`config.mk`:
```
export PLATFORM = sky130hd
export DESIGN_NAME = single_precision_float_adder_core_flat
export DESIGN_NICKNAME = d
export VERILOG_FILES = /design/src/hdl/spfa_pkg.sv /design/src/hdl/spfa_in_if.sv /design/src/hdl/spfa_out_if.sv /design/src/hdl/spfa_datapath.sv /design/src/hdl/single_precision_float_adder_core.sv /design/src/flat_wrapper.sv
export VERILOG_INCLUDE_DIRS = /design/src /design/src/hdl
export SDC_FILE = /design/constraint.sdc
export NUM_CORES = 1
export LEC_CHECK = 0
export BUFFER_PORTS_ARGS = -buffer_cell sky130_fd_sc_hd__buf_2
export CORE_MARGIN = 2
export CORE_UTILIZATION = 41
export CTS_CLUSTER_DIAMETER = 120
export DETAILED_ROUTE_END_ITERATION = 7
export PLACE_DENSITY = 0.62
export SLEW_MARGIN = 20
export SYNTH_ARGS = -nofsm -noshare
export SYNTH_HDL_FRONTEND = slang
export SYNTH_SLANG_ARGS = --single-unit
```
`constraint.sdc`:
```
create_clock -name clk -period 31.1 [get_ports clk]
set_input_delay 6.22 -clock clk [delete_from_list [all_inputs] [get_ports clk]]
set_output_delay 6.22 -clock clk [all_outputs]
set_load 0.005 [all_outputs]
```
`src/hdl/single_precision_float_adder_core_defines.svh`:
```
// Assertion macros for the float adder core.
`ifndef SINGLE_PRECISION_FLOAT_ADDER_CORE_DEFINES_SVH
`define SINGLE_PRECISION_FLOAT_ADDER_CORE_DEFINES_SVH
`ifndef SYNTHESIS
`define SPFA_ASSERT(label, prop, msg) \
    label: assert property (@(posedge clk) disable iff (!rst_n) prop) else $error(msg);
`define SPFA_ASSERT_RST(label, prop, msg) \
    label: assert property (@(posedge clk) prop) else $error(msg);
`else
`define SPFA_ASSERT(label, prop, msg)
`define SPFA_ASSERT_RST(label, prop, msg)
`endif
`endif

```
`src/hdl/spfa_pkg.sv`:
```
`timescale 1ns / 1ps
package spfa_pkg;
    localparam logic [22:0] FRAC_MASK = 23'h7FFFFF;
    localparam logic [7:0]  EXP_ALL   = 8'hFF;
    localparam logic [7:0]  EXP_MIN   = 8'd1;
    localparam logic [4:0]  SHIFT_CAP = 5'd31;
    localparam logic [26:0] OVF_MANT  = 27'h2000000;
    localparam logic [22:0] QUIET_BIT = 23'h400000;

    typedef struct packed {
        logic [31:0] operand_a;
        logic [31:0] operand_b;
    } spfa_in_t;

    typedef struct packed {
        logic [31:0] sum_value;
        logic        overflow_flag;
    } spfa_out_t;
endpackage

```
`src/hdl/spfa_in_if.sv`:
```
`timescale 1ns / 1ps
interface spfa_in_if;
    import spfa_pkg::*;
    logic     valid;
    logic     ready;
    spfa_in_t data;
    modport source (output valid, output data, input ready);
    modport sink (input valid, input data, output ready);
endinterface

```
`src/hdl/spfa_out_if.sv`:
```
`timescale 1ns / 1ps
interface spfa_out_if;
    import spfa_pkg::*;
    logic      valid;
    logic      ready;
    spfa_out_t data;
    modport source (output valid, output data, input ready);
    modport sink (input valid, input data, output ready);
endinterface

```
`src/hdl/spfa_datapath.sv`:
```
`timescale 1ns / 1ps
module spfa_datapath (
    input  spfa_pkg::spfa_in_t  in_word,
    output spfa_pkg::spfa_out_t out_word
);
    import spfa_pkg::*;

    logic [31:0] a, b;
    logic [22:0] m1, m2;
    logic [7:0]  e1, e2, e1a, e2a, es, esi, eyd, eyr, ey;
    logic        s1, s2, ss, sel, tstck, stck, ovf1, ovf2, up, sy, same;
    logic [23:0] m1a, m2a, ms, mi;
    logic [7:0]  diff;
    logic [4:0]  de, se, sh;
    logic [54:0] mia;
    logic [26:0] al, mye, myd, myf;
    logic [24:0] myr;
    logic [22:0] my;
    logic signed [9:0] eyf;
    logic [31:0] y;

    always_comb
    begin
        a = in_word.operand_a;
        b = in_word.operand_b;
        m1 = a[22:0];
        m2 = b[22:0];
        e1 = a[30:23];
        e2 = b[30:23];
        s1 = a[31];
        s2 = b[31];
        same = (s1 == s2);
        m1a = {(e1 != 8'd0), m1};
        m2a = {(e2 != 8'd0), m2};
        e1a = (e1 != 8'd0) ? e1 : EXP_MIN;
        e2a = (e2 != 8'd0) ? e2 : EXP_MIN;
        if (e1a == e2a)
        begin
            diff = 8'd0;
            sel = !(m1a > m2a);
        end
        else if (e1a > e2a)
        begin
            diff = e1a - e2a;
            sel = 1'b0;
        end
        else
        begin
            diff = e2a - e1a;
            sel = 1'b1;
        end
        de = (diff > {3'd0, SHIFT_CAP}) ? SHIFT_CAP : diff[4:0];
        ms = sel ? m2a : m1a;
        mi = sel ? m1a : m2a;
        es = sel ? e2a : e1a;
        ss = sel ? s2 : s1;
        mia = {mi, 31'd0} >> de;
        tstck = (mia[28:0] != 29'd0);
        al = {1'b0, mia[54:29]};
        mye = same ? ({1'b0, ms, 2'b00} + al) : ({1'b0, ms, 2'b00} - al);

        esi = es + 8'd1;
        ovf1 = 1'b0;
        if (mye[26])
        begin
            if (esi == EXP_ALL)
            begin
                eyd = EXP_ALL;
                myd = OVF_MANT;
                stck = 1'b0;
                ovf1 = 1'b1;
            end
            else
            begin
                eyd = esi;
                myd = {1'b0, mye[26:1]};
                stck = tstck | mye[0];
            end
        end
        else
        begin
            eyd = es;
            myd = mye;
            stck = tstck;
        end

        se = 5'd26;
        for (int i = 1; i <= 25; i++)
        begin
            if (myd[i])
            begin
                se = 5'(25 - i);
            end
        end

        eyf = $signed({2'b00, eyd}) - $signed({5'd0, se});
        sh = (eyf > 0) ? se : 5'(eyd[4:0] - 5'd1);
        myf = myd << sh;
        eyr = (eyf > 0) ? eyf[7:0] : 8'd0;

        up = (myf[1] && !myf[0] && !stck && myf[2]) ||
             (myf[1] && !myf[0] && same && stck) ||
             (myf[1] && myf[0]);
        myr = myf[26:2] + {24'd0, up};

        ovf2 = 1'b0;
        if (myr[24])
        begin
            ey = eyr + 8'd1;
            my = 23'd0;
            ovf2 = (ey == EXP_ALL);
        end
        else if (myr[23:0] == 24'd0)
        begin
            ey = 8'd0;
            my = 23'd0;
        end
        else
        begin
            ey = (eyr == 8'd0 && myr[23]) ? EXP_MIN : eyr;
            my = myr[22:0] & FRAC_MASK;
        end
        sy = (ey == 8'd0 && my == 23'd0) ? (s1 & s2) : ss;

        if (e1 == EXP_ALL && e2 != EXP_ALL)
            y = {s1, EXP_ALL, ((m1 != 23'd0) ? QUIET_BIT : 23'd0) | {1'b0, m1[21:0]}};
        else if (e2 == EXP_ALL && e1 != EXP_ALL)
            y = {s2, EXP_ALL, ((m2 != 23'd0) ? QUIET_BIT : 23'd0) | {1'b0, m2[21:0]}};
        else if (e1 == EXP_ALL && m1 != 23'd0)
            y = {s1, EXP_ALL, QUIET_BIT | {1'b0, m1[21:0]}};
        else if (e1 == EXP_ALL && m2 != 23'd0)
            y = {s2, EXP_ALL, QUIET_BIT | {1'b0, m2[21:0]}};
        else if (e1 == EXP_ALL && same)
            y = {s1, EXP_ALL, 23'd0};
        else if (e1 == EXP_ALL)
            y = {1'b1, EXP_ALL, QUIET_BIT};
        else
            y = {sy, ey, my};

        out_word.sum_value = y;
        out_word.overflow_flag = (e1a != EXP_ALL) && (e2a != EXP_ALL) && (ovf1 || ovf2);
    end
endmodule

```
`src/hdl/single_precision_float_adder_core.sv`:
```
`timescale 1ns / 1ps
// Binary32 adder: one operand pair word in, one sum word out, with an
// exponent overflow flag. Each word passes an input register, then a
// result register; a new word is accepted every cycle while the result
// side takes words. Rate is set by the single-pass add/normalize/round path.
`include "single_precision_float_adder_core_defines.svh"
module single_precision_float_adder_core (
    input logic  clk,
    input logic  rst_n,
    spfa_in_if.sink    operands,
    spfa_out_if.source result
);
    import spfa_pkg::*;

    logic      in_vld_reg, out_vld_reg;
    spfa_in_t  in_data_reg;
    spfa_out_t out_data_reg, calc;
    logic      out_adv, in_adv;

    assign out_adv = !out_vld_reg || result.ready;
    assign in_adv  = !in_vld_reg || out_adv;
    assign operands.ready = in_adv;
    assign result.valid = out_vld_reg;
    assign result.data  = out_data_reg;

    spfa_datapath u_dp (.in_word(in_data_reg), .out_word(calc));

    always_ff @(posedge clk or negedge rst_n)
    begin
        if (!rst_n)
        begin
            in_vld_reg  <= 1'b0;
            out_vld_reg <= 1'b0;
        end
        else
        begin
            if (in_adv)
                in_vld_reg <= operands.valid;
            if (out_adv)
                out_vld_reg <= in_vld_reg;
        end
    end

    always_ff @(posedge clk)
    begin
        if (in_adv && operands.valid)
            in_data_reg <= operands.data;
        if (out_adv && in_vld_reg)
            out_data_reg <= calc;
    end

    `SPFA_ASSERT(a_hold, (result.valid && !result.ready) |=> result.valid, "result dropped")
    `SPFA_ASSERT(a_stall, (in_vld_reg && out_vld_reg && !result.ready) |-> !operands.ready, "overrun")
    `SPFA_ASSERT(a_move, (in_vld_reg && out_adv) |=> out_vld_reg, "word lost")
    `SPFA_ASSERT_RST(a_rst, !rst_n |-> !result.valid, "valid in reset")
endmodule
```
`src/flat_wrapper.sv`:
```
// flat-port wrapper written by rule: the top's interface ports become plain ports
module single_precision_float_adder_core_flat import spfa_pkg::*;
  (clk, rst_n, operands_valid, operands_data, operands_ready, result_valid, result_data, result_ready);
  spfa_in_if operands_i ();
  spfa_out_if result_i ();
  input logic clk;
  input logic rst_n;
  input wire logic [$bits(operands_i.valid)-1:0] operands_valid;
  input wire logic [$bits(operands_i.data)-1:0] operands_data;
  output wire logic [$bits(operands_i.ready)-1:0] operands_ready;
  output wire logic [$bits(result_i.valid)-1:0] result_valid;
  output wire logic [$bits(result_i.data)-1:0] result_data;
  input wire logic [$bits(result_i.ready)-1:0] result_ready;
  assign operands_i.valid = operands_valid;
  assign operands_i.data = operands_data;
  assign operands_ready = operands_i.ready;
  assign result_valid = result_i.valid;
  assign result_data = result_i.data;
  assign result_i.ready = result_ready;
  single_precision_float_adder_core u_core (.clk(clk), .rst_n(rst_n), .operands(operands_i), .result(result_i));
endmodule
```
==> flow_metrics.tcl, run 1 <==
set metrics [dict create \
    track_usage_pct 32.0 \
    syn_area_um2 16700 \
    crit_top_cell "nand2_1" \
    remaining_drc_errors 0 \
    async_flop_share_pct 2.02 \
    cp_data_required_time_ns 31.27 \
    final_area_um2 17700 \
    layout_commonest_cell "nand2_1" \
    syn_to_final_growth_pct 6.21 \
    yosysUniqueCellTypes 127 \
    dieHeight_um 206 \
    cts_resized 0 \
    ys.warnings.count 0 \
    top_level_ports 103 \
    synthCells 2252 \
    final_antenna_net_count 0 \
    final_cell_mix "nand2_1, nor2_1, a21oi_1" \
    first_pass_iters 6 \
    vias 18587 \
    dpl_cell_area_um2 17400 \
    synth.avg_cell_area_um2 7.41 \
    cts.sinks 99 \
    setup_viol 0 \
    status "finished, final reports clean" \
    antenna_cells 0 \
    drt_first_iter_violations 2283 \
    fillers 4182 \
    cts_buffer_depth 2 \
    slew_violations 0 \
    place_inst 2761 \
    synth_nets 2428 \
    nNetsFinal 2423 \
    numCtsBuffers 9 \
    rsz0062_at_grt "false" \
    htreeDepth 3 \
    crit_slowest_cell "o21ai_1" \
    grt_max_degree 73 \
    slew_headroom_pct 19.5 \
    clock.fmax_mhz 51.0 \
    wl_per_cell_um 25.0 \
    fin_setup_tns_ns 0 \
    num_rows 73 \
    rr_worst_depth 59 \
    grt_first_pass_wirelength_um 104000 \
    critPathMaxFanout 40 \
    hold_class "flop to flop" \
    min_period_ns 19.61 \
    drt-total-wl_um 69500 \
    insertion_delay_ns 0.36 \
    place_congestion 1.07 \
    min_path_cells 1 \
    finalClockSkew_ns 0.0180 \
    portBuffers 102 \
    p_leak_nw 7.11 \
    dieArea_um2 42300 \
    core-area_um2 40000 \
    dieWidth_um 206 \
    path_clk_slew_ns 0.08 \
    cts_tree "done" \
    cp.arrival_ns 19.78 \
    dp_hpwl_um 55400 \
    synth_edf_count 97 \
    largest_reg_flops 64 \
    synth_seq_cells 99 \
    grt_pass1_vias 17102 \
    cpPeakStageDelay_ns 0.88 \
    peakVddDrop_mv 0.0370 \
    grt_overflow 0 \
    final-hold-violation-count 0 \
    viasPerCell 6.69 \
    antenna_found_initial 1 \
    synth-main-ff-cell "edfxtp_1" \
    initial_core_util_pct 41.7 \
    drv_cap 0 \
    worst_slew_pin_slew_ns 1.18 \
    powerDensity_nw_per_um2 74.0 \
    yosysSeqAreaShare_pct 17.7 \
    drive_gt1_share_pct 11.9 \
    power_mw 1.31 \
    cts_root_buf "clkbuf_16" \
    end_kind "flop" \
    worstSetupPathType "flop to flop" \
    crit_path_start_kind "flop" \
    holdBufCountCts 0 \
    post-route-period-util_pct 63.1 \
    post_cts_buffers 0 \
    fin_cells 2777 \
]
[metrics by stage]
step / hold WS (ns) / util [%] / worst slack (ns)
3_3_place_gp: 0.471 / 43.6 / 12.60
3_5_place_dp: 0.485 / 43.6 / 12.27
2_1_floorplan: 0.449 / - / 16.65
4_1_cts: 0.505 / 44.3 / 12.12
5_1_grt: 0.530 / 44.3 / 10.08
6_report: 0.503 / 44.3 / 11.49
[report_power, final]
part	internal (mW)	leakage, nW	switching, mW	total [mW]
Clock	0.0568	0.140	0.0563	0.113
Sequential	0.187	0.959	0.0222	0.209
Combinational	0.336	6.02	0.653	0.990
Total	0.580	7.11	0.732	1.31
[critical path, delay by kind of cell, from the launching register on]
family                     cells  cell delay, ns
AOI/OAI and AO/OA             25            9.25
xor gates and xnor gates       1            0.62
adders and majority gates      3            0.84
buffers and inverters          4            1.24
DFF                            1            0.50
muxes                          2            0.64
and+or+nand+nor               24            6.29
[routing by layer]
metal | global-route usage, % | vias up | wire, µm
li1 | - | 8443 | -
met1 | 43.5 | 8879 | 29300
met2 | 51.6 | 1097 | 31100
met3 | 4.69 | 168 | 6480
met4 | 11.4 | 0 | 2630
met5 | 0 | - | 0
[path summary, 6_finish.rpt]
kind,from,end,slack [ns]
worst max-delay path,u_core.in_data_reg[24]$_DFFE_PP_,u_core.result.data[17]$_DFFE_PP_,11.49
worst min-delay path,u_core.in_vld_reg$_DFFE_PN0N_,u_core.result.valid$_DFFE_PN0P_,0.50
worst max register to register,u_core.in_data_reg[24]$_DFFE_PP_,u_core.result.data[17]$_DFFE_PP_,11.49
worst min register to register,u_core.in_vld_reg$_DFFE_PN0N_,u_core.result.valid$_DFFE_PN0P_,0.50
max in group asynchronous,rst_n,u_core.in_vld_reg$_DFFE_PN0N_,25.38
min in group asynchronous,rst_n,u_core.result.valid$_DFFE_PN0P_,5.63
[synth_stat cells, drive strengths merged (13+ instances only)]
master	number	area [µm²]
nor3	50	267
buf	54	313
a22o	13	114
inv	117	439
clkbuf	90	339
o22ai	25	156
o31ai	15	113
o211ai	32	260
xor2	20	175
o21a	18	135
a21o	40	302
or3	19	124
a31oi	34	255
edfxtp	97	2910
o21bai	13	97.6
nand2b	22	138
or2	18	113
and3	27	169
xnor2	47	427
nor2b	23	144
nand2	274	1030
ha	104	1300
a221oi	14	171
o21ai	169	861
o221ai	21	184
a22oi	24	180
mux2	23	263
a21oi	152	776
mux2i	71	739
and2	28	178
nand4	36	244
and4	14	125
nor2	218	828
nor4	36	292
a211oi	44	355
nand3	69	350
[cell type report]
type                    instances  area (µm²)  area share, %
clock inverters                 7        68.8          0.388
multi-input cells            1891       12700           71.4
inverters                     118         443           2.50
well taps                     525         657           3.71
flip-flops and latches         99        2960           16.7
repair buffers                128         706           3.98
clock buffers                   9         225           1.27
[logic make-up after synthesis]
group,Yosys count,synth area share [%]
simple gates,868,25.8
compound gates,752,31.8
buf+inv,262,6.56
fa+ha+maj,109,8.33
flops,99,17.7
mux,95,6.14
xor+xnor,67,3.61
Power figures use the tool's default switching activity.
==> inputs of run 2 (changes only) <==
--- a/config.mk
+++ b/config.mk
@@ -11,7 +11,7 @@
 export CORE_UTILIZATION = 41
 export CTS_CLUSTER_DIAMETER = 120
 export DETAILED_ROUTE_END_ITERATION = 7
-export PLACE_DENSITY = 0.62
+export PLACE_DENSITY = 0.64
 export SLEW_MARGIN = 20
 export SYNTH_ARGS = -nofsm -noshare
 export SYNTH_HDL_FRONTEND = slang
==> constraint.sdc (replaced) <==
create_clock -name clk -period 16.4 [get_ports clk]
set_input_delay 3.28 -clock clk [delete_from_list [all_inputs] [get_ports clk]]
set_output_delay 3.28 -clock clk [all_outputs]
set_load 0.005 [all_outputs]
==> flow_metrics.tcl, run 2 (synthesized netlist as in run 1, its figures left out) <==
set metrics [dict create \
    status "finished, final reports clean" \
    hp-start "u_core.in_vld_reg$_DFFE_PN0N_" \
    wl_per_cell_um 25.1 \
    clock.fmax_mhz 64.0 \
    cpPeakStageDelay_ns 0.52 \
    end_kind "flop" \
    r2r_setup_slack_ns 0.77 \
    top_level_ports 103 \
    first_pass_iters 6 \
    drive_gt1_share_pct 18.0 \
    worst_slew_pin_slew_ns 1.04 \
    cts_buffer_depth 2 \
    hold_class "flop to flop" \
    pwr-share-seq_pct 14.5 \
    drv_cap 0 \
    timing.rr.end "u_core.result.data[11]$_DFFE_PP_" \
    dp_hpwl_um 58300 \
    htreeDepth 3 \
    grt_overflow 0 \
    setup_viol 0 \
    insertion_delay_ns 0.36 \
    worstSetupPathType "flop to flop" \
    clkPwrFrac_pct 8.1 \
    crit-reg2reg-launch "u_core.in_data_reg[61]$_DFFE_PP_" \
    p_leak_nw 7.69 \
    place_congestion 1.01 \
    syn_to_final_growth_pct 13.8 \
    antenna_found_initial 0 \
    min_period_ns 15.63 \
    numCtsBuffers 9 \
    min_path_cells 1 \
    grt_first_pass_wirelength_um 108000 \
    final_cell_mix "nand2_1, nor2_1, a21oi_1" \
    powerDensity_nw_per_um2 143 \
    cts_root_buf "clkbuf_16" \
    comb_power_share_pct 77.4 \
    holdBufCountCts 0 \
    p_switching_mw 1.48 \
    hold-path-endpoint "u_core.result.valid$_DFFE_PN0P_" \
    final-hold-violation-count 0 \
    post-route-period-util_pct 95.3 \
    largest_reg_flops 64 \
    finalClockSkew_ns 0.00954 \
    slew_violations 0 \
    final_area_um2 19000 \
    grt_pass1_vias 17423 \
    p_sw_share_pct 54.5 \
    nNetsFinal 2525 \
    grt_max_degree 69 \
    track_usage_pct 33.2 \
    cts.sinks 99 \
    crit_path_start_kind "flop" \
    cp_data_required_time_ns 16.55 \
    rr_worst_depth 68 \
    power_mw 2.71 \
    viasPerCell 6.59 \
    dpl_cell_area_um2 18100 \
    layout_commonest_cell "nand2_1" \
    remaining_drc_errors 0 \
    vias 18960 \
    path_clk_slew_ns 0.07 \
    final_util_pct 47.5 \
    peakVddDrop_mv 0.104 \
    fin_setup_tns_ns 0 \
    drt-total-wl_um 72200 \
    final_antenna_net_count 0 \
    core-area_um2 40000 \
    dieWidth_um 206 \
    critPathMaxFanout 23 \
    portBuffers 102 \
    crit_top_cell "buf_4" \
    initial_core_util_pct 41.7 \
    antenna_cells 0 \
    dieHeight_um 206 \
    fillers 4047 \
    drt_first_iter_violations 2203 \
    crit_slowest_cell "edfxtp_1" \
    dieArea_um2 42300 \
    cts_tree "done" \
    num_rows 73 \
    p_int_mw 1.23 \
    cp.arrival_ns 15.77 \
    slew_headroom_pct 29.6 \
]
[run 2: cell types whose count changed in the layout (fill, tap and decap cells not counted), moves of 4 or more]
cell / delta
buf_4: +94
o21ai_0: -5
nor4_2: +5
nor2_4: +5
mux2i_1: -8
nor4_1: -6
a21oi_1: -4
buf_6: +4
o21ai_2: +5
mux2i_2: +7
[run 2: per-stage QoR]
stage               setup slack [ns]  std cells  hold WS [ns]
floorplan                       1.95       2252         0.449
global placement              -0.526       2841         0.467
detailed placement            -0.411       2841         0.480
CTS                           0.0185       2857         0.506
global route                 -0.0735       2879         0.520
finish                         0.775       2879         0.505
[run 2: power groups by stage]
stage	clock, mW	sequential [mW]	combinational (mW)
after floorplan	0	0.382	1.29
after global placement	0	0.395	1.93
after detailed placement	0	0.396	1.91
after CTS	0.224	0.391	1.93
after global routing	0.231	0.393	2.24
final	0.220	0.392	2.10
[run 2: how the worst max path moves through the flow]
| stage | from | endpoint | slack (ns) |
|---|---|---|---|
| after floorplan | u_core.in_data_reg[24]$_DFFE_PP_ | u_core.result.data[32]$_DFFE_PP_ | 1.95 |
| after global placement | u_core.in_data_reg[24]$_DFFE_PP_ | u_core.result.data[0]$_DFFE_PP_ | -0.53 |
| after detailed placement | u_core.in_data_reg[24]$_DFFE_PP_ | u_core.result.data[0]$_DFFE_PP_ | -0.41 |
| after CTS | u_core.in_data_reg[24]$_DFFE_PP_ | u_core.result.data[0]$_DFFE_PP_ | 0.02 |
| after global routing | u_core.in_data_reg[24]$_DFFE_PP_ | u_core.result.data[11]$_DFFE_PP_ | -0.07 |
| final | u_core.in_data_reg[61]$_DFFE_PP_ | u_core.result.data[11]$_DFFE_PP_ | 0.77 |
[run 2: critical path, delay by kind of cell (launching register included)]
family                     cells  cell delay [ns]
DFF                            1             0.52
muxes                          3             0.76
adders and majority gates      6             1.95
AOI/OAI and AO/OA             32             7.52
buffers and inverters         11             1.85
and+or+nand+nor               16             2.82
[run 2: routing by layer]
layer | up-vias | wire length, µm | global-route usage, %
met5 | - | 0 | 0
met4 | 0 | 2600 | 10.4
met3 | 177 | 6720 | 5.12
met2 | 1120 | 32400 | 53.5
met1 | 9003 | 30500 | 45.4
li1 | 8660 | - | -
[run 2: area by class of cell]
type / count / area [µm²] / share of cell area, %
repair buffers: 229 / 1520 / 7.98
multi-input cells: 1892 / 13100 / 69.0
clock buffers: 9 / 225 / 1.19
inverters: 118 / 443 / 2.33
well taps: 525 / 657 / 3.46
flip-flops and latches: 99 / 2960 / 15.6
clock inverters: 7 / 81.3 / 0.428
[run 2: what timing repair did]
action,CTS,global route
hold endpoints to repair,0,0
setup endpoints to repair,25,33
gates resized for setup,6,82
pin swaps,1,17
buffers inserted,0,21
gates cloned,0,1
